File: src/rtl/core/sorted_slot_list_unit_assert.svh
// Assertion macros used by sorted_slot_list_unit. All of them sample on i_clk and
// are disabled while i_rst_n is low.
`ifndef SORTED_SLOT_LIST_UNIT_ASSERT_SVH
`define SORTED_SLOT_LIST_UNIT_ASSERT_SVH

`ifndef SYNTHESIS

// Condition that must hold at every clock edge.
`define SSL_ASSERT_ALWAYS(lbl, cond, msg) \
    lbl: assert property (@(posedge i_clk) disable iff (!i_rst_n) (cond)) \
        else $error(msg);

// Antecedent this cycle implies consequent in the next cycle.
`define SSL_ASSERT_NEXT(lbl, ante, cons, msg) \
    lbl: assert property (@(posedge i_clk) disable iff (!i_rst_n) \
        (ante) |=> (cons)) else $error(msg);

`else

`define SSL_ASSERT_ALWAYS(lbl, cond, msg)
`define SSL_ASSERT_NEXT(lbl, ante, cons, msg)

`endif

`endif

File: src/rtl/core/ssl_pkg.sv
`default_nettype none

package ssl_pkg;

    localparam int SSL_SLOTS_DEF = 32;

    localparam logic [7:0] NO_LINK       = 8'hFF;
    localparam logic [7:0] EMPTY_MARK    = 8'hFF;
    localparam logic [7:0] MAX_VALUE_RST = 8'd100;

    localparam logic FUNC_INSERT = 1'b0;
    localparam logic FUNC_DELETE = 1'b1;

    typedef enum logic [2:0] {
        ST_OK          = 3'd0,
        ST_SLOT_RANGE  = 3'd1,
        ST_SLOT_BUSY   = 3'd2,
        ST_VALUE_RANGE = 3'd3,
        ST_DUPLICATE   = 3'd4,
        ST_NOT_FOUND   = 3'd5
    } t_status;

endpackage

`default_nettype wire

File: src/rtl/core/ssl_ram.sv
`default_nettype none

module ssl_ram #(
    parameter int WIDTH = 8,
    parameter int DEPTH = 32
) (
    input  wire logic                     i_clk,
    input  wire logic                     i_we,
    input  wire logic [$clog2(DEPTH)-1:0] i_waddr,
    input  wire logic [WIDTH-1:0]         i_wdata,
    input  wire logic [$clog2(DEPTH)-1:0] i_raddr,
    output logic      [WIDTH-1:0]         o_rdata
);

    logic [WIDTH-1:0] r_mem [DEPTH];

    always_ff @(posedge i_clk) begin
        if (i_we) begin
            r_mem[i_waddr] <= i_wdata;
        end
        o_rdata <= r_mem[i_raddr];
    end

endmodule

`default_nettype wire

File: src/rtl/core/sorted_slot_list_unit.sv
// An item rejected by its range or occupancy checks goes straight to S_FIN; otherwise the
//   chain walk compares slots in order until it finds the position or the end of the chain.
//   A chain step is a registered RAM read (S_RD), then a compare (S_CMP).
// Throughput: one item at a time; the next item is taken the cycle after the result is
//   loaded into the output register, later while a held result is stalled.
// Reset (synchronous, i_rst_n low): occupied bits and head cleared, max_value 100, no result.
`default_nettype none
`include "sorted_slot_list_unit_assert.svh"

module sorted_slot_list_unit
    import ssl_pkg::*;
#(
    parameter int SLOTS = SSL_SLOTS_DEF
) (
    input  wire logic       i_clk,
    input  wire logic       i_rst_n,
    // configuration
    input  wire logic       i_cfg_we,
    input  wire logic [7:0] i_cfg_wdata,
    // item in
    input  wire logic       i_valid,
    output logic            o_stall,
    input  wire logic       i_func,
    input  wire logic [7:0] i_slot,
    input  wire logic [7:0] i_value,
    // result out
    output logic            o_valid,
    input  wire logic       i_stall,
    output logic      [2:0] o_status,
    output logic      [7:0] o_head_slot
);

    localparam int         AW      = $clog2(SLOTS);
    localparam logic [7:0] SLOTS_B = 8'(SLOTS);

    typedef enum logic [2:0] {
        S_IDLE,
        S_RD,
        S_CMP,
        S_WR1,
        S_WR2,
        S_FIN
    } t_state;

    t_state           r_state;
    logic [7:0]       r_max_value;
    logic [SLOTS-1:0] r_occ;
    logic [7:0]       r_head;
    logic             r_func;
    logic [7:0]       r_slot;
    logic [7:0]       r_value;
    logic [7:0]       r_cur;
    logic [7:0]       r_prev;
    t_status          r_status;
    logic             r_ovalid;
    t_status          r_ostatus;
    logic [7:0]       r_ohead;

    logic             accept;
    logic [7:0]       val_rd;
    logic [7:0]       lnk_rd;
    logic             val_we;
    logic             lnk_we;
    logic [AW-1:0]    lnk_waddr;
    logic [7:0]       lnk_wdata;

    assign accept      = i_valid && !o_stall;
    assign o_stall     = (r_state != S_IDLE);
    assign o_valid     = r_ovalid;
    assign o_status    = r_ostatus;
    assign o_head_slot = r_ohead;

    // RAM write control
    always_comb begin
        val_we    = (r_state == S_WR1);
        lnk_we    = 1'b0;
        lnk_waddr = r_slot[AW-1:0];
        lnk_wdata = r_cur;
        unique case (r_state)
            S_WR1: begin
                lnk_we = 1'b1;
            end
            S_WR2: begin
                lnk_we    = 1'b1;
                lnk_waddr = r_prev[AW-1:0];
                lnk_wdata = r_slot;
            end
            S_CMP: begin
                // unlink on delete hit when there is a predecessor
                lnk_we    = (r_func == FUNC_DELETE) && (val_rd == r_value)
                            && (r_prev != NO_LINK);
                lnk_waddr = r_prev[AW-1:0];
                lnk_wdata = lnk_rd;
            end
            default: begin
            end
        endcase
    end

    ssl_ram #(.WIDTH(8), .DEPTH(SLOTS)) u_val_ram (
        .i_clk   (i_clk),
        .i_we    (val_we),
        .i_waddr (r_slot[AW-1:0]),
        .i_wdata (r_value),
        .i_raddr (r_cur[AW-1:0]),
        .o_rdata (val_rd)
    );

    ssl_ram #(.WIDTH(8), .DEPTH(SLOTS)) u_lnk_ram (
        .i_clk   (i_clk),
        .i_we    (lnk_we),
        .i_waddr (lnk_waddr),
        .i_wdata (lnk_wdata),
        .i_raddr (r_cur[AW-1:0]),
        .o_rdata (lnk_rd)
    );

    always_ff @(posedge i_clk) begin
        if (!i_rst_n) begin
            r_state     <= S_IDLE;
            r_max_value <= MAX_VALUE_RST;
            r_occ       <= '0;
            r_head      <= NO_LINK;
            r_ovalid    <= 1'b0;
        end else begin
            if (i_cfg_we) begin
                r_max_value <= i_cfg_wdata;
            end
            // S_FIN reloads the output register itself
            if (r_ovalid && !i_stall && (r_state != S_FIN)) begin
                r_ovalid <= 1'b0;
            end

            unique case (r_state)
                S_IDLE: begin
                    if (accept) begin
                        r_func  <= i_func;
                        r_slot  <= i_slot;
                        r_value <= i_value;
                        r_cur   <= r_head;
                        r_prev  <= NO_LINK;
                        if (i_func == FUNC_INSERT && i_slot >= SLOTS_B) begin
                            r_status <= ST_SLOT_RANGE;
                            r_state  <= S_FIN;
                        end else if (i_func == FUNC_INSERT && r_occ[i_slot[AW-1:0]]) begin
                            r_status <= ST_SLOT_BUSY;
                            r_state  <= S_FIN;
                        end else if (i_value > r_max_value || i_value == EMPTY_MARK) begin
                            r_status <= ST_VALUE_RANGE;
                            r_state  <= S_FIN;
                        end else begin
                            r_status <= ST_OK;
                            r_state  <= S_RD;
                        end
                    end
                end
                S_RD: begin
                    if (r_cur == NO_LINK) begin
                        // end of chain
                        if (r_func == FUNC_INSERT) begin
                            r_state <= S_WR1;
                        end else begin
                            r_status <= ST_NOT_FOUND;
                            r_state  <= S_FIN;
                        end
                    end else begin
                        r_state <= S_CMP;
                    end
                end
                S_CMP: begin
                    if (val_rd < r_value) begin
                        r_prev  <= r_cur;
                        r_cur   <= lnk_rd;
                        r_state <= S_RD;
                    end else if (val_rd == r_value) begin
                        if (r_func == FUNC_INSERT) begin
                            r_status <= ST_DUPLICATE;
                        end else begin
                            r_occ[r_cur[AW-1:0]] <= 1'b0;
                            if (r_prev == NO_LINK) begin
                                r_head <= lnk_rd;
                            end
                        end
                        r_state <= S_FIN;
                    end else begin
                        if (r_func == FUNC_INSERT) begin
                            r_state <= S_WR1;
                        end else begin
                            r_status <= ST_NOT_FOUND;
                            r_state  <= S_FIN;
                        end
                    end
                end
                S_WR1: begin
                    // new slot links to r_cur; predecessor or head points at it
                    r_occ[r_slot[AW-1:0]] <= 1'b1;
                    if (r_prev == NO_LINK) begin
                        r_head  <= r_slot;
                        r_state <= S_FIN;
                    end else begin
                        r_state <= S_WR2;
                    end
                end
                S_WR2: begin
                    r_state <= S_FIN;
                end
                S_FIN: begin
                    if (!r_ovalid || !i_stall) begin
                        r_ovalid  <= 1'b1;
                        r_ostatus <= r_status;
                        r_ohead   <= r_head;
                        r_state   <= S_IDLE;
                    end
                end
                default: begin
                    r_state <= S_IDLE;
                end
            endcase
        end
    end

    `SSL_ASSERT_NEXT(a_busy_after_accept, accept, o_stall, "block not busy after accept")
    `SSL_ASSERT_ALWAYS(a_head_range, (r_head == NO_LINK) || (r_head < SLOTS_B), "head out of range")
    `SSL_ASSERT_ALWAYS(a_head_empty, (r_head == NO_LINK) == (r_occ == '0), "head and occupancy disagree")
    `SSL_ASSERT_NEXT(a_out_drain, o_valid && !i_stall && (r_state != S_FIN), !o_valid, "result repeated")

endmodule

`default_nettype wire
File: config.mk
export PLATFORM = sky130hd
export DESIGN_NAME = sorted_slot_list_unit
export DESIGN_NICKNAME = d
export VERILOG_FILES = /design/src/rtl/core/ssl_pkg.sv /design/src/rtl/core/ssl_ram.sv /design/src/rtl/core/sorted_slot_list_unit.sv
export VERILOG_INCLUDE_DIRS = /design/src /design/src/rtl/core
export SDC_FILE = /design/constraint.sdc
export NUM_CORES = 1
export LEC_CHECK = 0
export BUFFER_PORTS_ARGS = -buffer_cell sky130_fd_sc_hd__buf_2
export CORE_MARGIN = 3
export CORE_UTILIZATION = 55
export DETAILED_ROUTE_END_ITERATION = 10
export GPL_ROUTABILITY_DRIVEN = 0
export GPL_TIMING_DRIVEN = 1
export PLACE_DENSITY = 0.71
export SLEW_MARGIN = 20
export SYNTH_ARGS = -nofsm -noshare
export SYNTH_HDL_FRONTEND = slang
export SYNTH_SLANG_ARGS = --single-unit
File: constraint.sdc
create_clock -name i_clk -period 4.7 [get_ports i_clk]
set_clock_uncertainty 0.1 [all_clocks]
set_input_delay 0.94 -clock i_clk [delete_from_list [all_inputs] [get_ports i_clk]]
set_output_delay 0.94 -clock i_clk [all_outputs]
set_load 0.02 [all_outputs]
# Word level (Yosys, flattened, before mapping)
# Memory sizes are Yosys's and may differ from the RTL's. A register that Yosys moved wholly into a read port is not among the register bits.
# Cells that the tools add are included.
# op_classes
n_lt_le_gt_ge	8
n_eq_ne	21
n_mux	53
bitwise	4
n_reduce_logical	28
# op_table
op	count
2-to-1 mux 32 bit	3
2-to-1 mux 8 bit	9
case mux 32 bit (2 select lines)	1
case mux 8 bit (2 select lines)	4
2-to-1 mux 3 bit	15
AND 32 bit	1
inverter 32 bit	1
bitwise OR 32 bit	1
== test 8 bit (second input constant)	3
< comparator 5 x 6 -> 1 bit (second input constant)	3
inequality test 2 bit (second input constant)	9
case mux 3 bit (6 select lines)	1
AND reduction 6 bit	2
2-to-1 mux 1 bit	11
demux 1 bit (select 5 bit)	2
greater-or-equal comparator 5 x 1 -> 1 bit (second input constant)	2
logical AND 1 bit	9
case mux 3 bit (3 select lines)	1
== test 8 bit	1
greater-or-equal comparator 8 x 6 -> 1 bit (second input constant)	1
greater-than comparator 8 bit	1
< comparator 8 bit	1
inequality test 8 bit (second input constant)	1
AND reduction 4 bit	2
17 further kinds	29
# totals
register_bits	99
ramBits	512
input_bits	30
out_inout_bits	13
elab_cells	129
memories	2
# mem_list
memory	words	width	rd	rd_ports_with_merged_regs	wr	line	source
u_lnk_ram.r_mem	32	8	1	1	1	ssl_ram.sv:15	logic [WIDTH-1:0] r_mem [DEPTH];
u_val_ram.r_mem	32	8	1	1	1	ssl_ram.sv:15	

# Depth between registers and ports, before layout
# logic_depth
ltp_word	10
depth_mapped	9
mapped_depth_nobuf	8

# Modules after synthesis
# A second synthesis with hierarchy kept.
# unflattened
hier_cells	1338
area_unflattened_um2	25194.2
# modules_own_cells
module	n_inst	cells_per_inst	area_per_inst_um2	seq_area_each_um2
ssl_ram	2	417	10053.4	7847.5
sorted_slot_list_unit	1	504	5087.4	2452.4

# Least setup slack after synthesis
# OpenSTA, ideal clock, no wires.
# synth_path
path_type	reg2reg
from	reg r_value[5]
to	reg r_cur[0] (enable)
arrival_time_ps	2614
required_time_ps	4210
setup_slack_ps	1595
path_stages_with_launch	9
synth_period_minus_slack_ps	3105
path_cell_list	edfxtp_1 > inv_1 > ha_1 > nand4_1 > a21oi_1 > o311a_1 > nor2_1 > a22oi_1 > nor2b_1
# synth_between
elab_chain_len	3
# synth_rtl
element	line	source
from (decl)	sorted_slot_list_unit.sv:51	logic [7:0] r_value;
from (signal assigned)	sorted_slot_list_unit.sv:139	r_value <= i_value;
< comparator 8 bit	sorted_slot_list_unit.sv:171	if (val_rd < r_value) begin
inequality test 2 bit (no source line)	--	
AND reduction 4 bit (no source line)	--	
to (signal assigned)	sorted_slot_list_unit.sv:140	r_cur <= r_head;
to (signal assigned)	sorted_slot_list_unit.sv:173	r_cur <= lnk_rd;
to (decl)	sorted_slot_list_unit.sv:52	logic [7:0] r_cur;
# No other way between the ends.
# A chain may end at the register's enable or synchronous reset.

# Final worst setup path
# layout_path
from	reg r_state[0]
to	mem u_lnk_ram.r_mem[5][6] (enable)
# layout_between
elab_chain_len	5
elab_cells_between_ends	9
cone_classes	eq/ne: 3; mux: 4; reduce/logical: 2
# layout_rtl
element	line	source
from (decl)	sorted_slot_list_unit.sv:45	t_state r_state;
from (signal assigned)	sorted_slot_list_unit.sv:120	r_state <= S_IDLE;
from (signal assigned)	sorted_slot_list_unit.sv:144	r_state <= S_FIN;
from (signal assigned)	sorted_slot_list_unit.sv:147	r_state <= S_FIN;
== test 3 bit / == test 3 x 2 -> 1 bit (equally long branches)	sorted_slot_list_unit.sv:79	unique case (r_state)
OR reduction 2 bit (no source line)	--	
case mux 1 bit (2 select lines)	sorted_slot_list_unit.sv:79	
2-to-1 mux 1 bit	ssl_ram.sv:18	if (i_we) begin
2-to-1 mux 1 bit (not written as such)	ssl_ram.sv:19	r_mem[i_waddr] <= i_wdata;
to (decl)	ssl_ram.sv:15	
# Several ways; a longest one is shown, not always the timed one.

==> summary.txt <==
Floorplan
  – Die height: 218 um
  – Number of placement rows: 76
  – Width of the chip: 218 um
  – Core Region: 43600 um^2
  – Initial Utilization: 56.5%
  – Number of I/O pins: 43
  – Die area: 47400 um^2

Layout
  – Commonest non-fill, non-tap cell in the layout: edfxtp_1
  – Reg area: 18100 um^2
  – Area delta synth->final: 12.5%
  – Finished Layout Cells: 2052
  – Most frequent cells in the layout: edfxtp_1 (559), mux4_2 (132), nor2_1 (77)
  – Biggest regs: u_lnk_ram.r_mem: 256 flops, u_val_ram.r_mem: 256 flops, r_occ: 32 flops
  – Layout filler cell count: 2937
  – Share of cells above drive strength 1: 24.3%
  – Ant diodes: 0
  – Area of the multi-input gates: 6170 um^2
  – Fin area: 27800 um^2
  – # nets final: 1466

Clock tree
  – Hold Buf Count CTS: 0
  – Clock latency on the worst-skew pair: 0.62 ns
  – Clock transition at the registers of the reported paths: 0.06 ns
  – CTS tree: built
  – CTS Buf Count: 59
  – Root Driver: clkbuf_16
  – CTS Sinks: 627
  – Post-CTS resize count: 0
  – H-tree Lvls: 2
  – Clock buffer depth: 3
  – Setup repair bufs after CTS: 0

Critical path
  – Crit-path cells: nor3b_1 > buf_4 > nor2_2 > mux2i_1 > nand2_1 > nor2_1
  – CP max FO: 17
  – Critical Path RT: 4.85 ns
  – Depth of the worst register-to-register path: 6
  – R2r startpoint: r_state[0]
  – Critical path data arrival time: 3.86 ns
  – Worst R2R End: u_lnk_ram.r_mem[5][6]
  – CP Class: reg -> reg
  – Slowest CP cell: mux2i_1
  – Critical Path Max Stage Delay: 0.87 ns
  – Setup crit start: r_state[0]
  – Crit path capture type: flop
  – R2R setup slack: 0.99 ns
  – Startpoint Class: flop

Yosys
  – Synthesized area per cell: 18.5 um^2
  – Top FF cell, synth: edfxtp_1
  – Yosys cell types: 60
  – Cells after synthesis: 1336
  – FFs w/ async S/R, synth: 0%
  – Simple-gate area share of the yosys netlist: 5.37%
  – Mux contribution to synthesized area: 13.6%
  – Compound-Gate Fraction of Synth Area: 5.02%
  – Sequential cell area fraction in the yosys report: 73.5%
  – Synth warn: 0
  – EDFF count, synth: 559
  – XOR/XNOR share of the synthesized area: 0%
  – #FFs+latches synth: 627
  – Synthesized Nets: 1382
  – Synth Area in Adders: 0.811%
  – Syn Std Cell Area: 24700 um^2
  – Largest family of logic cells by synthesized area: multiplexers

Global route
  – Global-route wire length before repair: 88.2 mm
  – Vias in the first global route: 13402
  – Tot GR Track Use: 25.7%
  – Antenna violations before repair: 0
  – Remaining global-route overflow: 0
  – Largest net degree at the start of global routing: 95

Min path
  – Critical hold path startpoint: r_head[3]
  – Worst hold path type: reg -> reg
  – WHS Endpoint: o_head_slot[3]
  – WHS Path Cells: 0

Place
  – Buffers added on ports: 42
  – Final HPWL DP: 36.6 mm
  – Dpl ws: 1.06 ns
  – Number of cells after detailed placement: 1944
  – Placed inst area: 25800 um^2

Drt
  – WL final: 59.6 mm
  – Drt wl/cell: 29.0 um
  – Initial DRC Count: 1679
  – Remaining DRCs: 0
  – Routed Antenna Nets: 0
  – Routed vias/inst: 6.47
  – Via Count: 13276
  – Initial DRT Pass Iterations: 8

Power
  – Final Power: 13.3 mW
  – Worst vdd ir: 0.351 mV
  – Pleak: 9.05 nW
  – Pwr/cell area: 480 nW/um^2

Timing
  – Final min period: 3.71 ns
  – Slew @ Worst Pin: 1.23 ns
  – Period utilisation layout: 78.9%
  – Setup WS post-layout: 0.993 ns
  – Fmax: 0.270 GHz
  – Setup_tns: 0 ns
  – RSZ-0062 raised after global routing: no
  – Slew headroom: 17.6%
  – Max-slew violations: 0
  – Final setup fails: 0
  – Fin. Hold Viols: 0

Run
  – # Max-Cap Violations: 0

Outcome
  – Status: finished, final reports clean
==> worst max-delay path, delay by kind of cell, from the launching register on <==
| kind | cells | cell delay (ns) |
|---|---|---|
| simple gates | 4 | 1.57 |
| buf+inv | 1 | 0.19 |
| flops | 1 | 0.60 |
| mux | 1 | 0.87 |
==> layer usage <==
metal	vias to the layer above	share of wire (%)	track usage [%]
met5	-	0	0
met4	0	3.6	9.44
met3	134	8.5	4.72
met2	702	49	41.6
met1	6842	39	35.4
li1	5598	-	-
==> worst max path at each step <==
stage                                  to  slack [ns]  depth (start not counted)
floorplan                        r_cur[0]        1.60                          8
global placement    u_lnk_ram.r_mem[5][1]        1.18                          6
detailed placement  u_lnk_ram.r_mem[5][5]        1.06                          6
CTS                 u_lnk_ram.r_mem[5][5]        1.05                          6
global route        u_lnk_ram.r_mem[4][3]        0.70                          6
finish              u_lnk_ram.r_mem[5][6]        0.99                          6
==> synthesized netlist by cell type, types with 9 or more instances <==
cell / n / area (um^2)
nand4_1: 24 / 150
nand2_1: 56 / 210
o221a_1: 14 / 158
dfxtp_1: 68 / 1360
o21ai_0: 18 / 90.1
clkbuf_1: 42 / 158
nand3_1: 15 / 75.1
inv_1: 24 / 90.1
mux2_2: 9 / 101
edfxtp_1: 559 / 16800
buf_2: 24 / 120
nor2b_1: 10 / 62.6
a21oi_1: 19 / 95.1
nor2_1: 84 / 315
mux4_2: 132 / 2970
mux2i_1: 14 / 140
nand2b_1: 28 / 175
a22oi_1: 72 / 541
ha_1: 16 / 200
==> power breakdown <==
group / internal [mW] / switching, mW / total (mW)
registers: 6.72 / 0.142 / 6.86
logic: 0.492 / 1.22 / 1.71
clock network: 2.72 / 2.03 / 4.75
total: 9.93 / 3.39 / 13.3
==> cells by family (layout without fill, tap and decap cells) <==
kind of cell               Yosys count  in the layout
DFF                                627            627
AOI/OAI and AO/OA                  165            165
muxes                              165            165
buffers and inverters               98            229
and+or+nand+nor                    265            265
adders and majority gates           16             16
==> final cells by class <==
class,count,area share (%)
Clock inverter,38,1.37
Sequential cell,627,65.4
Clock buffer,70,5.54
Multi-Input combinational cell,611,22.2
Timing Repair Buffer,97,2.52
Tap cell,585,2.64
Inverter,24,0.325
==> metrics by stage <==
stage                     util (%)  hold WS [ns]
after floorplan                  -         0.318
after global placement        59.2         0.350
after detailed placement      59.2         0.336
after CTS                     63.6         0.351
after global routing          63.6         0.359
final                         63.6         0.349
(Power assumes the default switching activity.)
